===== config.mk =====
export PLATFORM = sky130hd
export DESIGN_NAME = envelope_follower_trigger
export DESIGN_NICKNAME = d
export VERILOG_FILES = /design/src/sv/evft_pkg.sv /design/src/sv/envelope_follower_trigger.sv
export SDC_FILE = /design/constraint.sdc
export NUM_CORES = 1
export LEC_CHECK = 0
export BUFFER_PORTS_ARGS = -buffer_cell sky130_fd_sc_hd__buf_2
export CORE_ASPECT_RATIO = 0.7
export CORE_MARGIN = 2
export CORE_UTILIZATION = 46
export DETAILED_ROUTE_END_ITERATION = 16
export HOLD_SLACK_MARGIN = 0.02
export MAX_ROUTING_LAYER = met4
export PLACE_DENSITY = 0.72
export RECOVER_POWER = 50
export SLEW_MARGIN = 20
export SYNTH_ARGS = -nofsm -noshare
export SYNTH_HDL_FRONTEND = slang
export SYNTH_SLANG_ARGS = --single-unit
export TNS_END_PERCENT = 5

===== constraint.sdc =====
create_clock -name clk -period 15.5 [get_ports clk]
set_input_delay 0.775 -clock clk [delete_from_list [all_inputs] [get_ports clk]]
set_output_delay 0.775 -clock clk [all_outputs]
set_load 0.01 [all_outputs]

===== src/sv/evft_pkg.sv =====
// ----------------------------------------------------------------------------
// Envelope follower and trigger package
// Register indexes, reset values and fixed constants shared by the block.
// ----------------------------------------------------------------------------
package evft_pkg;

  localparam int CFG_IDX_W  = 3;
  localparam int CFG_DATA_W = 16;

  localparam logic [CFG_IDX_W-1:0] REG_TRACK_MODE  = 3'd0;
  localparam logic [CFG_IDX_W-1:0] REG_POST_FADER  = 3'd1;
  localparam logic [CFG_IDX_W-1:0] REG_ATTACK_COEF = 3'd2;
  localparam logic [CFG_IDX_W-1:0] REG_DECAY_COEF  = 3'd3;
  localparam logic [CFG_IDX_W-1:0] REG_OUT_SCALE   = 3'd4;

  localparam logic [15:0] ATTACK_COEF_RST = 16'd62000;
  localparam logic [15:0] DECAY_COEF_RST  = 16'd65000;
  localparam logic [15:0] OUT_SCALE_RST   = 16'd256;

  localparam logic [23:0] TRIG_THRESHOLD = 24'd1000000;
  localparam logic [5:0]  HOLD_STEPS     = 6'd40;
  localparam logic [5:0]  LOW_STEPS      = 6'd40;
  localparam logic [5:0]  LOW_MAX        = 6'd63;
  localparam logic [15:0] MIN_TRIG_Q15   = 16'd66;
  localparam logic [15:0] HALF_Q15       = 16'd16384;
  localparam logic [15:0] ONE_Q15        = 16'd32768;

  typedef logic [15:0] q15_t;

endpackage


===== src/sv/envelope_follower_trigger.sv =====
// ----------------------------------------------------------------------------
// Envelope follower and trigger
// Per-channel attack/decay envelope follower with a gate mode, built around
// one bit-serial shift-add multiplier.
// ----------------------------------------------------------------------------
// Each request carries one channel's level and gain and returns one result.
// All products go through a single shift-add multiplier that consumes one
// multiplier bit per cycle. A request in follow mode forms the envelope
// product and then the output-scale product (post mode adds the gain product
// between them); trigger mode forms one product and a request for a channel
// that does not exist goes straight to the final step. A new request is taken
// while the previous result still waits on the output register; a held
// output only delays the final step of the following request.
module envelope_follower_trigger
  import evft_pkg::*;
#(
  parameter int CHANNELS = 6
) (
  input  logic                 clk,
  input  logic                 rst_n,
  input  logic                 cfg_we,
  input  logic [CFG_IDX_W-1:0] cfg_idx,
  input  logic [CFG_DATA_W-1:0] cfg_wdata,
  input  logic                 in_valid,
  output logic                 in_ready,
  input  logic [2:0]           in_channel,
  input  logic [23:0]          in_level_in,
  input  logic [15:0]          in_channel_gain,
  input  logic [15:0]          in_trigger_level,
  output logic                 out_valid,
  input  logic                 out_ready,
  output logic [2:0]           out_channel_out,
  output logic [15:0]          out_env_out
);

  localparam int CH_W = (CHANNELS > 1) ? $clog2(CHANNELS) : 1;

  localparam logic [2:0] S_IDLE  = 3'd0;
  localparam logic [2:0] S_ENV   = 3'd1;
  localparam logic [2:0] S_GAIN  = 3'd2;
  localparam logic [2:0] S_SCALE = 3'd3;
  localparam logic [2:0] S_ATT   = 3'd4;
  localparam logic [2:0] S_FIN   = 3'd5;

  logic        track_mode_r;
  logic        post_fader_r;
  logic [15:0] attack_coef_r;
  logic [15:0] decay_coef_r;
  logic [15:0] out_scale_r;

  logic [31:0] env_mem_r  [CHANNELS];
  logic [5:0]  hold_mem_r [CHANNELS];
  logic [5:0]  low_mem_r  [CHANNELS];
  q15_t        last_mem_r [CHANNELS];

  logic [2:0]      state_r, state_nxt;
  logic [3:0]      cnt_r, cnt_nxt;
  logic [2:0]      ch_r, ch_nxt;
  logic [CH_W-1:0] idx_r, idx_nxt;
  logic            ok_r, ok_nxt;
  logic [15:0]     gain_r, gain_nxt;
  logic [32:0]     hi_r, hi_nxt;
  logic [15:0]     lo_r, lo_nxt;
  logic [32:0]     m_r, m_nxt;
  logic [32:0]     y_r, y_nxt;
  q15_t            res_r, res_nxt;
  logic            out_valid_r, out_valid_nxt;
  logic [2:0]      out_channel_r, out_channel_nxt;
  q15_t            out_env_r, out_env_nxt;

  logic [CH_W-1:0] in_idx;
  logic            in_ok;
  logic [31:0]     env_q;
  logic [31:0]     target;
  logic [33:0]     p_sum;
  logic            mul_last;
  logic [39:0]     p_scaled;
  logic [5:0]      hold_q;
  logic [5:0]      low_q;
  logic [5:0]      low_inc;
  q15_t            last_q;

  logic            env_we;
  logic [31:0]     env_wdata;
  logic            cnt_we;
  logic [5:0]      hold_wdata;
  logic [5:0]      low_wdata;
  logic            last_we;

  assign in_ready        = (state_r == S_IDLE);
  assign out_valid       = out_valid_r;
  assign out_channel_out = out_channel_r;
  assign out_env_out     = out_env_r;

  assign in_idx   = CH_W'(in_channel);
  assign in_ok    = (32'(in_channel) < CHANNELS);
  assign env_q    = env_mem_r[in_idx];
  assign target   = {in_level_in, 8'd0};
  assign p_sum    = {1'b0, hi_r} + (lo_r[0] ? {1'b0, m_r} : {1'b0, y_r});
  assign mul_last = (cnt_r == 4'd15);
  assign p_scaled = {p_sum, lo_r[15:10]};
  assign hold_q   = hold_mem_r[idx_r];
  assign low_q    = low_mem_r[idx_r];
  assign last_q   = last_mem_r[idx_r];
  assign low_inc  = (low_q < LOW_MAX) ? (low_q + 6'd1) : low_q;

  always_comb begin
    state_nxt       = state_r;
    cnt_nxt         = cnt_r;
    ch_nxt          = ch_r;
    idx_nxt         = idx_r;
    ok_nxt          = ok_r;
    gain_nxt        = gain_r;
    hi_nxt          = hi_r;
    lo_nxt          = lo_r;
    m_nxt           = m_r;
    y_nxt           = y_r;
    res_nxt         = res_r;
    out_valid_nxt   = out_valid_r;
    out_channel_nxt = out_channel_r;
    out_env_nxt     = out_env_r;
    env_we          = 1'b0;
    env_wdata       = p_sum[32:1];
    cnt_we          = 1'b0;
    hold_wdata      = hold_q;
    low_wdata       = low_q;
    last_we         = 1'b0;

    if (out_valid_r && out_ready) begin
      out_valid_nxt = 1'b0;
    end

    if (state_r == S_ENV || state_r == S_GAIN || state_r == S_SCALE || state_r == S_ATT) begin
      hi_nxt  = p_sum[33:1];
      lo_nxt  = {p_sum[0], lo_r[15:1]};
      cnt_nxt = cnt_r + 4'd1;
    end

    case (state_r)
      S_IDLE: begin
        if (in_valid) begin
          ch_nxt   = in_channel;
          idx_nxt  = in_idx;
          ok_nxt   = in_ok;
          gain_nxt = in_channel_gain;
          cnt_nxt  = 4'd0;
          if (!in_ok) begin
            res_nxt   = '0;
            state_nxt = S_FIN;
          end else if (!track_mode_r) begin
            hi_nxt    = {1'b0, target};
            m_nxt     = {1'b0, env_q};
            y_nxt     = {1'b0, target};
            lo_nxt    = (env_q < target) ? attack_coef_r : decay_coef_r;
            state_nxt = S_ENV;
          end else begin
            hi_nxt = '0;
            m_nxt  = {9'd0, in_level_in};
            y_nxt  = '0;
            if (post_fader_r) begin
              lo_nxt = in_channel_gain;
            end else if (in_trigger_level < MIN_TRIG_Q15) begin
              lo_nxt = HALF_Q15;
            end else begin
              lo_nxt = in_trigger_level;
            end
            state_nxt = S_ATT;
          end
        end
      end
      S_ENV: begin
        if (mul_last) begin
          env_we  = 1'b1;
          hi_nxt  = '0;
          y_nxt   = '0;
          cnt_nxt = 4'd0;
          m_nxt   = {1'b0, p_sum[32:1]};
          if (post_fader_r) begin
            lo_nxt    = gain_r;
            state_nxt = S_GAIN;
          end else begin
            lo_nxt    = out_scale_r;
            state_nxt = S_SCALE;
          end
        end
      end
      S_GAIN: begin
        if (mul_last) begin
          hi_nxt    = '0;
          cnt_nxt   = 4'd0;
          m_nxt     = p_sum[32:0];
          lo_nxt    = out_scale_r;
          state_nxt = S_SCALE;
        end
      end
      S_SCALE: begin
        if (mul_last) begin
          res_nxt   = (p_scaled > {24'd0, ONE_Q15}) ? ONE_Q15 : p_scaled[15:0];
          state_nxt = S_FIN;
        end
      end
      S_ATT: begin
        if (mul_last) begin
          cnt_we = 1'b1;
          if (hold_q != 6'd0) begin
            hold_wdata = hold_q - 6'd1;
            res_nxt    = last_q;
          end else if (p_sum > {10'd0, TRIG_THRESHOLD}) begin
            low_wdata  = '0;
            hold_wdata = HOLD_STEPS;
            res_nxt    = ONE_Q15;
          end else begin
            low_wdata = low_inc;
            res_nxt   = (low_inc >= LOW_STEPS) ? q15_t'(0) : last_q;
          end
          state_nxt = S_FIN;
        end
      end
      S_FIN: begin
        if (!out_valid_r || out_ready) begin
          out_valid_nxt   = 1'b1;
          out_channel_nxt = ch_r;
          out_env_nxt     = res_r;
          last_we         = ok_r;
          state_nxt       = S_IDLE;
        end
      end
      default: begin
        state_nxt = S_IDLE;
      end
    endcase
  end

  always_ff @(posedge clk) begin
    if (!rst_n) begin
      state_r       <= S_IDLE;
      cnt_r         <= '0;
      out_valid_r   <= 1'b0;
      track_mode_r  <= 1'b0;
      post_fader_r  <= 1'b0;
      attack_coef_r <= ATTACK_COEF_RST;
      decay_coef_r  <= DECAY_COEF_RST;
      out_scale_r   <= OUT_SCALE_RST;
    end else begin
      state_r     <= state_nxt;
      cnt_r       <= cnt_nxt;
      out_valid_r <= out_valid_nxt;
      if (cfg_we) begin
        case (cfg_idx)
          REG_TRACK_MODE:  track_mode_r  <= cfg_wdata[0];
          REG_POST_FADER:  post_fader_r  <= cfg_wdata[0];
          REG_ATTACK_COEF: attack_coef_r <= cfg_wdata;
          REG_DECAY_COEF:  decay_coef_r  <= cfg_wdata;
          REG_OUT_SCALE:   out_scale_r   <= cfg_wdata;
          default: begin
          end
        endcase
      end
    end
  end

  always_ff @(posedge clk) begin
    ch_r          <= ch_nxt;
    idx_r         <= idx_nxt;
    ok_r          <= ok_nxt;
    gain_r        <= gain_nxt;
    hi_r          <= hi_nxt;
    lo_r          <= lo_nxt;
    m_r           <= m_nxt;
    y_r           <= y_nxt;
    res_r         <= res_nxt;
    out_channel_r <= out_channel_nxt;
    out_env_r     <= out_env_nxt;
  end

  always_ff @(posedge clk) begin
    if (!rst_n) begin
      for (int i = 0; i < CHANNELS; i++) begin
        env_mem_r[i]  <= '0;
        hold_mem_r[i] <= '0;
        low_mem_r[i]  <= '0;
        last_mem_r[i] <= '0;
      end
    end else begin
      if (env_we) begin
        env_mem_r[idx_r] <= env_wdata;
      end
      if (cnt_we) begin
        hold_mem_r[idx_r] <= hold_wdata;
        low_mem_r[idx_r]  <= low_wdata;
      end
      if (last_we) begin
        last_mem_r[idx_r] <= res_r;
      end
    end
  end

endmodule

# Yosys cells after proc, flatten, opt, wreduce, memory -nomap -nowiden
# Memories as Yosys holds them, arrays and structs flattened. A register that Yosys moved wholly into a read port is not among the register bits.
# Cells that the tools add are included.
# totals
memories,4
output_inout_bits,21
ff_bits,228
mem_bits_rw,360
inputBits,83
word_cells,173
# classes
n_eq_ne,19
n_reduce_logical,29
order_cmp,7
add_sub_neg,4
muxes,92
# memory_table
name,words,width,rd,rd_ports_with_merged_regs,wr,line,source
env_mem_r,6,32,1,0,6,envelope_follower_trigger.sv:51,logic [31:0] env_mem_r [CHANNELS];
last_mem_r,6,16,1,1,6,envelope_follower_trigger.sv:54,q15_t last_mem_r [CHANNELS];
hold_mem_r,6,6,1,1,6,envelope_follower_trigger.sv:52,logic [5:0] hold_mem_r [CHANNELS];
low_mem_r,6,6,1,1,6,envelope_follower_trigger.sv:53,logic [5:0] low_mem_r [CHANNELS];
# ops
cell,n
33-bit 2-to-1 mux,12
16-bit 2-to-1 mux,19
33-bit case mux with 2 select lines,2
33-bit case mux with 3 select lines,1
32-bit 2-to-1 mux,3
16-bit case mux with 3 select lines,2
6-bit 2-to-1 mux,11
3-bit 2-to-1 mux,14
"40-bit by 16-bit greater-than comparator with 1-bit output, second input constant",1
33-bit by 33-bit adder with 34-bit output,1
"34-bit by 20-bit greater-than comparator with 1-bit output, second input constant",1
32-bit < comparator,1
32-bit OR reduction,1
1-bit 2-to-1 mux,23
"16-bit by 7-bit < comparator with 1-bit output, second input constant",1
16-bit OR reduction,1
3-bit case mux with 5 select lines,1
5-bit AND reduction,3
"2-bit inequality test, second input constant",7
2-bit AND reduction,7
"3-bit by 2-bit == test with 1-bit output, second input constant",4
4-bit 2-to-1 mux,3
6-bit OR reduction,2
"3-bit == test, second input constant",3
19 further kinds,27

# Logic depth before layout (Yosys ltp)
# logic_depth
ltp_word,9
mapped_depth,17
mapped_depth_nobuf,13

# Worst setup path after synthesis
# No wires, ideal clock.
# synth_path
path_kind,input-to-reg
startpoint,input port in_channel[0]
endpoint,register lo_r[1]
t_arrival_ns,5.616
setup_slack_ns,9.755
cell_stages,17
n_path_buf,4
t_required_ns,15.371
setup_time_ns,0.129
path_cell_list,buf_1 buf_1 buf_1 mux4_2 mux2_2 ha_1 a21o_1 a21o_1 a21oi_1 nor2b_1 o21ai_0 a41oi_1 a2111oi_4 clkbuf_1 mux2_2 o21ai_0 nand3_1
# synth_via
elab_chain_cells,7
elab_cells_between_ends,8
cone_classes,order compare: 2; mux: 5; memory: 1
# synth_lines
element,line,source
start: declaration,envelope_follower_trigger.sv:26,"input logic [2:0] in_channel,"
memory 6 x 32 bit,n/a,
32-bit < comparator,envelope_follower_trigger.sv:154,lo_nxt = (env_q < target) ? attack_coef_r : decay_coef_r;
16-bit 2-to-1 mux,envelope_follower_trigger.sv:154,
16-bit 2-to-1 mux,envelope_follower_trigger.sv:150,end else if (!track_mode_r) begin
16-bit 2-to-1 mux (*),envelope_follower_trigger.sv:147,if (!in_ok) begin
16-bit 2-to-1 mux (*),envelope_follower_trigger.sv:141,if (in_valid) begin
16-bit case mux with 3 select lines (*),envelope_follower_trigger.sv:139,case (state_r)
via lo_nxt[1],envelope_follower_trigger.sv:63,"logic [15:0] lo_r, lo_nxt;"
end signal: assignment,envelope_follower_trigger.sv:268,lo_r <= lo_nxt;
end: declaration,envelope_follower_trigger.sv:63,
# The timed path passes the listed nets; every way through them passes the cells marked *.
# A chain may end at the register's enable or synchronous reset.

# Worst setup path after layout
# layout_path
startpoint,input port in_channel[0]
endpoint,register lo_r[3]
# The elaborated chain is that of the path after synthesis.

==> parameters.txt <==
Parameter                              Value

Run status
  Result of the run ... finished, violations left
  Violated checks ... max-capacitance violations, max-slew violations

Worst hold path
  Startpoint of the lowest-slack hold path ... in_channel_gain[11]
  Hold path cells ... 1
  Worst Hold Path EP ... gain_r[11]
  Class of the tightest hold or removal check ... input pin to flip-flop

Logic synthesis
  Mean area per synthesized cell ... around 12 µm²
  Post-Synth XOR/XNOR Area ... 0.791%
  Cell count after synthesis ... ~2700
  Async set-reset flop share out of synthesis ... 0%
  Main combinational cell family by area after synthesis ... simple AND/OR/NAND/NOR gates
  Simple-gate area share of the yosys netlist ... 12.9%
  Mux cell area share after synthesis ... 11.9%
  Synthesis warning total ... 0
  Adder-Cell Fraction of Synth Area ... roughly 2.3%
  Main flop type after synthesis ... edfxtp_1
  Number of enable-type register cells in the synthesized netlist ... 592
  Register bit count reported by yosys ... 702
  Netlist area before placement ... 33200 µm²
  Net count after synthesis ... 2874
  Compound-gate portion of the synthesized area ... 9.03%
  Count of cell types in the netlist ... 70
  Sequential share of the synthesized area ... approximately three fifths

Global routing
  Antenna violations before repair ... 2
  Via count of the first global-routing pass ... 23200
  Residual overflow from global routing ... 0
  Global routing usage summed across all routing layers ... 25.8%
  Largest net degree at the start of global routing ... 67
  Wire length of the first global-routing pass ... 142000 µm

Final layout
  Proportion of layout cells with a drive suffix above 1 ... 14.6%
  Area Overhead vs Synth ... 10.8%
  Final layout net count ... 2933
  Final Cell Area ... 36800 µm²
  Fillcell total ... between 6000 and 7000

Power
  Internal Dissipation ... 0.00412 W
  Switching portion of total power ... 39.3%
  Static power due to leakage ... ~13 nW
  Combinational fraction of design power ... between 30% and 40%
  Maximum VDD drop ... 0.109 mV
  Portion of total power attributed to the clock network ... 24.4%
  Net switching power figure ... between 0.002 and 0.003 W
  Sequential share of power ... 36.0%
  Power density of the placed cells ... around 180 nW/µm²

Clock tree
  Post-CTS setup buffer count ... 0
  Clock Latency Late Sink ... about 630 ps
  Clock Sink Count ... 702
  # resized after CTS ... 0
  Clock slew seen by the registers of the worst setup and hold paths ... ~60 ps
  Number of buffers created by CTS ... 69
  Maximum clock insertion buffer count ... 3
  Total number of H-tree levels ... 3
  CTS Root Cell ... clkbuf_16
  CTS tree ... done
  Hold_buf cts ... 0

Worst setup path
  Path depth of the worst reg2reg path ... 8
  Reg2Reg Launch Point ... state_r[2]
  Class of the most critical setup path ... input pin to flip-flop
  Critical path's largest stage delay ... 2540 ps
  Library cell contributing the largest single delay on the critical path ... clkbuf_1
  Cells along the critical path ... clkbuf_1 -> clkbuf_1 -> mux4_2 -> mux2_2 -> ha_1 -> a21o_1 -> a21o_1 -> a21oi_1 -> nor2b_1 -> o211ai_1 -> a41oi_1 -> a2111oi_4 -> buf_4 -> mux2_2 -> o21ai_0 -> nand3_1
  Largest fanout on the critical path ... 41
  Count of buffer and inverter cells on the critical path ... 3
  Worst flop-to-flop path endpoint ... env_mem_r[4][2]
  FF-to-FF setup slack ... roughly 8500 ps
  Required time at the worst-slack endpoint ... 15990 ps
  Kind of start point of the critical path ... input pin
  Data arrival time of the worst path ... 8810 ps
  Crit-path leading delay family ... buffers and inverters
  Crit path capture type ... flip-flop

STA
  Total Negative Setup Slacks ... 0 ps
  Hold_ws ... between 300 and 400 ps
  Slew at the pin closest to its max-slew limit ... 3420 ps
  Unrepaired setup endpoints after global routing ... false
  Worst rel slew slack ... -128%
  Worst clock skew ... 36.3 ps
  Number of setup violations in the final report ... 0
  Fmax ... 0.120 GHz
  Number of pins exceeding their max-slew limit in the final report ... 790
  Shortest period the worst path allows ... 8320 ps
  Endpoints failing hold ... 0
  Period utilization ... around 54%

Floorplanning
  Die width ... approximately 330 µm
  Starting density of the core ... 46.5%
  Core area ... 71500 µm²
  Height of the die ... 229 µm
  Core Rows ... between 80 and 90
  Area enclosed by the die boundary ... around 74000 µm²
  Top-level I/O count ... 104

Detailed routing
  Starting DRT DRC Count ... 3327
  1st-pass router iterations ... 7
  Final wirelength ... 94600 µm
  Number of remaining DRC errors ... 0
  Vias per cell ... 6.21
  Number of vias in the routed layout ... 23700
  Final routed wire length divided by cell count ... around 25 µm
  Antenna violation net count after detailed routing ... 0

Job
  Count of max-cap constraint violations ... 23

Place
  Number of buffers added on ports ... 103
  Placed cell areas ... 34800 µm²
  DP HPWL ... 63200 µm
  Placer's final routability congestion estimate ... 0.946
worst max path at each step:
stage             startpoint        end  cells past startpoint
2_1_floorplan  in_channel[0]    lo_r[1]                     17
3_3_place_gp         lo_r[0]  res_r[12]                     12
3_5_place_dp         lo_r[0]  res_r[14]                     12
4_1_cts              lo_r[0]  res_r[14]                     12
5_1_grt        in_channel[0]    lo_r[0]                     16
6_report       in_channel[0]    lo_r[3]                     16
area by class of cell:
cell class                      count  area, µm²  area share (%)
Clock buffer                       89       1860            5.06
Inverter                           89        334           0.907
Clock inverter                     36        338           0.917
Sequential cell                   702      20000            54.3
Tap cell                          966       1210            3.28
Multi-Input combinational cell   1770      12300            33.5
Antenna cell                        1       2.50         0.00680
Timing Repair Buffer              158        771            2.09
cells by family (layout without fill, tap and decap cells):
kind of cell,count (synthesis),in the layout
AND/OR/NAND/NOR,983,983
flip-flops,702,702
AO/OA/AOI/OAI,463,463
buffers and inverters,259,372
multiplexers,234,234
adder cells (fa/ha/maj),60,60
XOR/XNOR,30,30
other,0,1
Yosys cell counts, drive strengths merged (7+ instances only):
| master | n | area (µm²) |
|---|---|---|
| mux4 | 120 | 2700 |
| o211ai | 10 | 75.1 |
| a222oi | 7 | 70.1 |
| a21o | 19 | 143 |
| or2 | 9 | 56.3 |
| o221ai | 21 | 184 |
| and3 | 33 | 206 |
| a22oi | 21 | 158 |
| nand2 | 309 | 1160 |
| ha | 59 | 738 |
| inv | 88 | 330 |
| buf | 26 | 101 |
| o22ai | 16 | 100 |
| nor3 | 66 | 330 |
| nor2 | 389 | 1460 |
| edfxtp | 592 | 17800 |
| or3 | 10 | 62.6 |
| clkbuf | 144 | 541 |
| nand4 | 18 | 113 |
| dfxtp | 110 | 2200 |
| xor2 | 13 | 114 |
| nor4 | 8 | 65.1 |
| a21oi | 148 | 741 |
| o2bb2ai | 7 | 61.3 |
| mux2i | 35 | 350 |
| nor2b | 20 | 125 |
| and2 | 20 | 125 |
| mux2 | 79 | 890 |
| nand2b | 23 | 144 |
| xnor2 | 17 | 149 |
| a31oi | 12 | 75.1 |
| a221oi | 29 | 254 |
| nand3 | 57 | 285 |
| a211oi | 25 | 188 |
| o21ai | 96 | 480 |
power groups by stage:
stage	registers (W)	clock network, W	logic [W]
final	0.00244	0.00165	0.00269
after global routing	0.00246	0.00174	0.00288
after CTS	0.00243	0.00167	0.00263
after detailed placement	0.00247	0	0.00261
after global placement	0.00246	0	0.00257
after floorplan	0.00241	0	0.00182
routing by layer:
metal	up-vias	part of all wire, %	track usage (%)
met4	0	2.1	6.24
li1	10300	-	-
met2	1505	45	38.4
met1	11700	41	36.1
met3	166	12	6.03
met5	-	0	-
sequential cells by signal, indices dropped and copies added (netlist names), 4 cells and up, named ones only:
register and flops:
attack_coef_r 16, cnt_r 4, decay_coef_r 16, env_mem_r 256, gain_r 16, hi_r 33
hold_mem_r 48, last_mem_r 128, lo_r 16, low_mem_r 48, m_r 33, out_env_out 16
out_scale_r 16, res_r 16, y_r 24
stage by stage:
| step | power (W) | setup slack [ps] | instances | utilization [%] |
|---|---|---|---|---|
| 2_1_floorplan | 0.00422 | 9750 | 2731 | - |
| 3_3_place_gp | 0.00504 | 9470 | 3684 | 48.6 |
| 3_5_place_dp | 0.00508 | 9230 | 3685 | 48.7 |
| 6_report | 0.00679 | 7180 | 3811 | 51.5 |
| 4_1_cts | 0.00672 | 9230 | 3810 | 51.7 |
| 5_1_grt | 0.00709 | 6340 | 3811 | 51.5 |
placed cells by master (no fill, tap or decap), types with 17 or more instances in the layout:
cell         n
edfxtp_1   592
a211oi_1    25
and2_1      19
nand2b_1    23
buf_2       67
nor2_1     386
clkbuf_16   71
nor3_1      65
nand3_1     57
a22oi_1     21
o221ai_1    21
nor2b_1     20
mux2i_1     35
a21oi_1    148
ha_1        59
mux4_2     120
a21o_1      19
and3_1      33
nand2_1    307
a221oi_1    29
inv_1       88
mux2_2      76
clkbuf_1    82
nand4_1     18
o21ai_1     17
buf_4       25
o21ai_0     77
dfxtp_1    107
xnor2_1     17
(Power assumes the default switching activity.)
